`src/hw/rtl/ufss_div.sv`:
```
// restoring divider: 33-bit dividend by 8-bit divisor, one quotient bit a cycle
`timescale 1ns / 1ps
`default_nettype none
module ufss_div (
	input  wire logic        clk,
	input  wire logic        arst_n,
	input  wire logic        go,
	input  wire logic [32:0] dividend,
	input  wire logic [7:0]  divisor,
	output logic             done,
	output logic [32:0]      quotient
);
	logic [32:0] quo_q;
	logic [8:0]  rem_q;
	logic [7:0]  dvs_q;
	logic [5:0]  cnt_q;
	logic        run_q;
	logic [9:0]  trial;

	assign trial = {rem_q, quo_q[32]} - {2'b00, dvs_q};

	// shift-subtract iteration
	always_ff @(posedge clk or negedge arst_n) begin
		if (!arst_n) begin
			run_q <= 1'b0;
			done  <= 1'b0;
			cnt_q <= '0;
		end else begin
			done <= run_q && !go && (cnt_q == 6'd1);
			if (go) begin
				run_q <= 1'b1;
				cnt_q <= 6'd33;
			end else if (run_q) begin
				cnt_q <= cnt_q - 6'd1;
				if (cnt_q == 6'd1) begin
					run_q <= 1'b0;
				end
			end
		end
	end

	always_ff @(posedge clk) begin
		if (go) begin
			quo_q <= dividend;
			rem_q <= '0;
			dvs_q <= divisor;
		end else if (run_q) begin
			if (!trial[9]) begin
				rem_q <= trial[8:0];
				quo_q <= {quo_q[31:0], 1'b1};
			end else begin
				rem_q <= {rem_q[7:0], quo_q[32]};
				quo_q <= {quo_q[31:0], 1'b0};
			end
		end
	end

	assign quotient = quo_q;
endmodule
`default_nettype wire

```
`config.mk`:
```
export PLATFORM = sky130hd
export DESIGN_NAME = ufss_div
export DESIGN_NICKNAME = d
export VERILOG_FILES = /design/src/hw/rtl/ufss_div.sv
export SDC_FILE = /design/constraint.sdc
export NUM_CORES = 1
export LEC_CHECK = 0
export BUFFER_PORTS_ARGS = -buffer_cell sky130_fd_sc_hd__buf_4
export CAP_MARGIN = 15
export CORE_ASPECT_RATIO = 0.7
export CORE_MARGIN = 1
export CORE_UTILIZATION = 56
export DETAILED_ROUTE_END_ITERATION = 8
export GPL_TIMING_DRIVEN = 0
export PLACE_DENSITY = 0.84
export SETUP_SLACK_MARGIN = 0.2
export SKIP_CTS_REPAIR_TIMING = 1
export SLEW_MARGIN = 10
export SYNTH_ARGS = -nofsm -noshare
export SYNTH_HDL_FRONTEND = slang
export SYNTH_SLANG_ARGS = --single-unit
```
`constraint.sdc`:
```
create_clock -name clk -period 4.3 [get_ports clk]
set_clock_uncertainty 0.2 [all_clocks]
set_input_delay 0.215 -clock clk [delete_from_list [all_inputs] [get_ports clk]]
set_output_delay 0.215 -clock clk [all_outputs]
set_load 0.01 [all_outputs]
```
==> Word-level counts from Yosys, hierarchy flattened <==
Index checks and enable logic that the tools add are counted.
{ "totals": {"ff_bits": 58, "in_bits": 44, "wordCells": 22} }
{ "classes": {"addsub": 2, "eq_ne": 1, "n_mux": 9, "n_reduce_logical": 4} }
{ "op_table": {"columns": ["op", "n"], "rows": [
  ["33-bit two-way mux", 2],
  ["6-bit two-way mux", 2],
  ["10-bit by 8-bit subtractor with 10-bit output", 1],
  ["9-bit two-way mux", 1],
  ["6-bit by 1-bit equality test with 1-bit output, second input constant", 1],
  ["6-bit by 1-bit subtractor with 6-bit output, second input constant", 1],
  ["1-bit two-way mux", 4],
  ["1-bit logical AND", 2],
  ["2-bit nonzero test", 1],
  ["1-bit logical NOT", 1]
]} }

==> Longest topological paths before layout <==
Gate-level depths: netlist (run 1).
{ "depth": {"word_depth": 4, "ltp_mapped": 9, "ltp_nobuf": 9} }

==> Worst setup path before layout (run 1) <==
OpenSTA, ideal clock, no wires.
{ "synth_timing": {"path_kind": "register to register", "from": "register dvs_q[7]", "to": "register quo_q[0], in the netlist quotient[0] (data pin)", "setup_ns": 0.260, "arrival_ns": 2.065, "path_slack_ns": 1.775, "path_stages_with_launch": 9, "n_path_buf": 1, "synth_period_minus_slack_ns": 2.525, "path_cell_list": "edfxtp_1 -> inv_1 -> ha_1 -> a211o_1 -> or3_1 -> o31a_1 -> and3_1 -> buf_6 -> mux2_2"} }
{ "synth_via": {"elab_chain_cells": 4} }
{ "synth_lines": {"columns": ["element", "line", "text"], "rows": [
  ["start, declared", "15", "logic [7:0] dvs_q;"],
  ["start signal, assigned", "46", "dvs_q <= divisor;"],
  ["10-bit by 8-bit subtractor with 10-bit output", "20", "assign trial = {rem_q, quo_q[32]} - {2'b00, dvs_q};"],
  ["1-bit two-way mux", "48", "if (!trial[9]) begin"],
  ["33-bit two-way mux", "47", "end else if (run_q) begin"],
  ["33-bit two-way mux", "43", "if (go) begin"],
  ["end signal, assigned", "44", "quo_q <= dividend;"],
  ["end signal, assigned", "50", "quo_q <= {quo_q[31:0], 1'b1};"],
  ["end signal, assigned", "53", "quo_q <= {quo_q[31:0], 1'b0};"],
  ["end, declared", "13", "logic [32:0] quo_q;"]
]} }
No other way between the ends. The select of a mux whose other input is x is not followed.
A chain may end at the register's enable or synchronous reset.

==> Final worst setup path (run 1) <==
Same ends and word-level chain as after synthesis.

==> results of run 1 <==
==> flip-flops by register name, summed over array words and instances, names as in the netlist <==
name and count:
cnt_q 6, dvs_q 8, rem_q 9, quotient 33, run_q 1, done 1
==> per-layer routing <==
metal / GRT usage / vias up / share of wire
li1: - / 1070 / -
met1: 0.3045 / 1132 / 0.38
met2: 0.3973 / 122 / 0.53
met3: 0.07662 / 28 / 0.063
met4: 0.07494 / 0 / 0.025
met5: 0 / - / 0
==> cell type report <==
type / count / area share
sequential: 58 / 0.3884
clock inverter: 6 / 0.01960
inverter: 13 / 0.01176
buffer: 9 / 0.01176
timing repair buffer: 116 / 0.2376
tap: 69 / 0.02081
multi-input combinational: 141 / 0.2793
clock buffer: 10 / 0.03076
==> critical path, cell delays in order (launching register included) <==
cell and delay, ns:
edfxtp_1 0.35, inv_1 0.05, ha_1 0.35, a211o_1 0.37
or3_1 0.32, o31a_1 0.24, and3_1 0.15, buf_6 0.15
mux2_2 0.27
==> power breakdown <==
part,switching [mW],internal (mW)
Clock,0.231,0.323
Sequential,0.110,0.760
Combinational,0.409,0.422
Total,0.750,1.51
==> synth_stat cells (4+ instances only) <==
master,number,area (um^2)
edfxtp_1,41,1231
mux2_2,34,382.9
nor2_1,15,56.30
inv_1,13,48.80
nand2_1,11,41.29
ha_1,10,125.1
dfxtp_1,9,180.2
xnor2_1,9,78.83
dfrtp_1,8,200.2
o21ai_0,8,40.04
mux2i_1,7,70.07
clkbuf_1,5,18.77
nand2b_1,4,25.02
==> kinds of logic (layout without fill, tap and decap cells) <==
family	after synthesis	count (layout)	share of synthesized area
and+or+nand+nor	46	46	0.07897
DFF	58	58	0.5620
adders and majority gates	11	11	0.05061
xor gates and xnor gates	11	11	0.03360
buffers and inverters	22	154	0.03403
muxes	41	41	0.1579
AOI/OAI and AO/OA	32	32	0.08290
==> final timing paths <==
kind	from	endpoint	slack (ns)	depth (start not counted)
worst min register to register	cnt_q[5]	cnt_q[5]	0.33	2
max in group asynchronous	arst_n	cnt_q[5]	3.72	2
worst min-delay path	dividend[26]	quotient[26]	-0.003	2
worst max-delay path	dvs_q[7]	quotient[0]	1.60	8
min in group asynchronous	arst_n	cnt_q[2]	0.04	2
worst max register to register	dvs_q[7]	quotient[0]	1.60	8
==> stage by stage <==
stage	total power, mW	cells	worst slack, ns	util
2_1_floorplan	1.362	221	1.775	-
3_3_place_gp	1.583	367	1.697	0.7266
3_5_place_dp	1.620	368	1.640	0.7323
4_1_cts	2.169	384	1.626	0.7753
5_1_grt	2.353	422	1.542	0.8535
6_report	2.255	422	1.604	0.8535
==> impl_metrics.toml, run 1 <==
[synth]
syn_area_um2 = 2868
async_flop_share = 0.1379
yosysSeqAreaShare = 0.5620
syn_inst = 221
ys_types = 45
avgSynthCellArea_um2 = 12.98
ys_seq_elements = 58
synth-main-ff-cell = "edfxtp_1"
yosys_warnings = 0
syn-num-nets = 276
synth_edf_count = 41

[detailed_routing]
wire_per_inst_um = 18.77
postRouteAntennaNets = 0
first_pass_iters = 5
routed_wl_um = 7919
vias = 2352
drt_iter0_drc = 152
vias_per_cell = 5.573
drt_drc_violations_left = 0

[floorplan]
core_region_area_um2 = 4861
design.portCount = 78
rows = 21
start_util = 0.5900
die_h_um = 61.87
die_area_um2 = 5415
fp.dieW_um = 87.53

[timing]
final.min_clock_period_ns = 2.696
fin_crit_sh = 0.6270
max_freq_mhz = 370.9
tns_ns = 0
final_hold_viol_count = 1
slew_violations = 0
maxSlewHeadroom = 0.5511
whs_ns = -0.002846
worst_pin_slew_ns = 0.6708
setup_violations = 0
rsz0062_at_grt = "no"

[cells_and_area]
layout-drive-gt1-share = 0.3711
antenna_cells = 0
syn_to_final_growth_pct = 44.68
final_common_cell = "buf_4"
final_cell_mix = "77 x buf_4, 41 x edfxtp_1, 38 x dlygate4sd3_1, 34 x mux2_2, 15 x nor2_1"
register_area_um2 = 1612
num-nets-final = 403
fin_area_um2 = 4149
multi_input_area_um2 = 1159
fill_cells = 237

[placement]
place.gp.congestion = 0.7714
place_area_um2 = 3560
place.port_buffers = 77
hpwl_um = 4290

[clocking]
cts_buffers = 9
htree_levels = 3
clockBufferDepth = 2
cts_tree = "done"
path_clk_slew_ns = 0.07
clk_latency_ns = 0.34
root_buffer = "clkbuf_8"
clock-sinks = 58

[status]
violations = "negative hold slack"
outcome = "complete, but fails checks"

[worst_setup_path]
critPathKind = "reg -> reg"
crit_path_max_fanout = 10
crit_arrival_ns = 2.59
worstSetupStartpointType = "flop"
crit_required_ns = 4.19
end_kind = "flop"

[global_route]
grt_pass1_wl_um = 9239
grt_max_degree = 23
grt-ovfl-total = 0
antenna_found_initial = 0
first_global_vias = 1946
track_usage = 0.2385

[worst_hold_path]
hold_path_class = "in -> reg"

[job]
maxCapViolCount = 0

[power_and_ir_drop]
p_leak_nw = 1.775
ir_drop_mv = 0.4265
p_per_area_nw_per_um2 = 543.6
Note: power is estimated with default switching activity, not from simulation.
==> run 2: changes to the inputs <==
- CORE_UTILIZATION: 56 -> 47
- PLACE_DENSITY: 0.84 -> 0.76
- clock period: 4.3 -> 2.4 ns (I/O delays scaled with it)
==> run 2 against run 1 <==
Net effect:
- the run ends with negative setup slack left
- register-to-register slack lost 1.8 ns
- non-clock buffer count increased by 16
- core utilization shrank 10 points
- fmax rose by 3.3%
- critical path depth increased by 1
- die area grew 19%
- cell count increased by 5.2%
- clock power is 75% higher
- setup slack worse by 1.8 ns
- hold slack improved by 0.28 ns
- critical path type unchanged
==> impl_metrics.toml, run 2 (synthesis results as in run 1) <==
[detailed_routing]
routed_wl_um = 7083
postRouteAntennaNets = 0
drt_drc_violations_left = 0
vias = 2282
first_pass_iters = 4
vias_per_cell = 5.140
wire_per_inst_um = 15.95
drt_iter0_drc = 153

[placement]
hpwl_um = 4180
place.gp.congestion = 0.7789
place.port_buffers = 77
post-place-ws_ns = -0.1319

[timing]
fin_crit_sh = 1.088
setup_ws_ns = -0.2102
slew_violations = 0
rsz0062_at_grt = "yes"
maxSlewHeadroom = 0.5341
final.min_clock_period_ns = 2.610
setup_violations = 28
max_freq_mhz = 383.1
whs_ns = 0.2792
final_hold_viol_count = 0
worst_pin_slew_ns = 0.6963

[worst_setup_path]
worstSetupStartpointType = "flop"
critical_path.cell_chain = "inv_2 > ha_4 > fa_2 > nor2b_2 > o31a_1 > o21ai_2 > or4b_4 > mux2_4 > a31oi_2"
critPathKind = "reg -> reg"
crit_required_ns = 2.45
crit_path_max_fanout = 3
end_kind = "flop"
cp_slowest_cell = "or4b_4"
crit_arrival_ns = 2.66
max_stage_delay_ns = 0.48

[cells_and_area]
final_common_cell = "buf_4"
layout-drive-gt1-share = 0.4146
fill_cells = 359
largest_register_ffs = 33
antenna_cells = 0
syn_to_final_growth_pct = 52.66
final_cell_mix = "83 x buf_4, 44 x dlygate4sd3_1, 41 x edfxtp_1, 33 x mux2_2, 15 x nor2_1"
num-nets-final = 419

[floorplan]
die_h_um = 67.36
fp.dieW_um = 95.36
design.portCount = 78
rows = 23
core_region_area_um2 = 5813
start_util = 0.4933
die_area_um2 = 6423

[global_route]
track_usage = 0.1894
grt-ovfl-total = 0
grt_pass1_wl_um = 8914
antenna_found_initial = 0
first_global_vias = 1860
grt_max_degree = 21

[job]
maxCapViolCount = 0

[clocking]
clock-sinks = 58
cts_buffers = 9
cts_tree = "done"
path_clk_slew_ns = 0.07
root_buffer = "clkbuf_8"
clk_latency_ns = 0.33
clockBufferDepth = 2
htree_levels = 3

[worst_hold_path]
hold_path_class = "reg -> reg"

[status]
violations = "negative setup slack"
outcome = "complete, but fails checks"

[power_and_ir_drop]
p_per_area_nw_per_um2 = 964.0
ir_drop_mv = 0.5303
p_leak_nw = 1.855
run 2: cell count changes in the layout (fill, tap and decap cells not counted), sizes merged:
| cell | change |
|---|---|
| dlygate4sd3 | +6 |
| buf | +10 |
run 2: path summary, 6_finish.rpt:
kind | start | end | slack, ns | depth (start not counted)
setup / recovery | quotient[32] | rem_q[8] | -0.21 | 9
hold / removal | rem_q[2] | rem_q[2] | 0.28 | 2
setup reg to reg | quotient[32] | rem_q[8] | -0.21 | 9
hold reg to reg | rem_q[2] | rem_q[2] | 0.28 | 2
max in group asynchronous | arst_n | cnt_q[1] | 1.15 | 3
min in group asynchronous | arst_n | cnt_q[3] | 0.57 | 3
run 2: worst max-delay path: cells and delay by family, from the launching register on:
family	cells	cell delay, ns
flip-flops	1	0.42
AO/OA/AOI/OAI	3	0.66
multiplexers	1	0.28
AND/OR/NAND/NOR	2	0.53
adder cells (fa/ha/maj)	2	0.35
buffers and inverters	1	0.10
run 2: layout make-up:
cell class,instances,area [um^2],area share
Buffer,9,48.80,0.01115
Clock buffer,10,127.6,0.02915
Clock inverter,6,81.33,0.01858
Inverter,13,48.80,0.01115
Multi-Input combinational cell,141,1230,0.2809
Sequential cell,58,1612,0.3681
Tap cell,75,93.84,0.02143
Timing Repair Buffer,132,1136,0.2595
run 2: power by group:
part	switching [mW]	internal (mW)	total (mW)
sequential	0.194	1.36	1.56
clock	0.390	0.578	0.968
combinational	0.752	0.945	1.70
total	1.34	2.88	4.22
run 2: metrics by stage:
step | area [um^2] | TNS (ns) | power [mW] | std cells | utilization
final | 4378 | -1.828 | 4.220 | 444 | 0.7531
after global routing | 4378 | -5.850 | 4.433 | 444 | 0.7531
after CTS | 3794 | -0.3674 | 3.886 | 390 | 0.6526
after detailed placement | 3585 | -0.2839 | 2.911 | 374 | 0.6167
after global placement | 3557 | -3.387 | 2.864 | 373 | 0.6119
after floorplan | 2885 | -0.04241 | 2.460 | 221 | -
run 2: routing by layer:
metal  part of all wire  global-route usage  vias to the layer above  wire length (um)
li1                   -                   -                     1105                 -
met1               0.43              0.2589                     1088              3020
met2               0.51              0.2813                       78              3624
met3              0.048             0.06194                       11               342
met4              0.013             0.07008                        0                95
met5                  0                   0                        -                 0
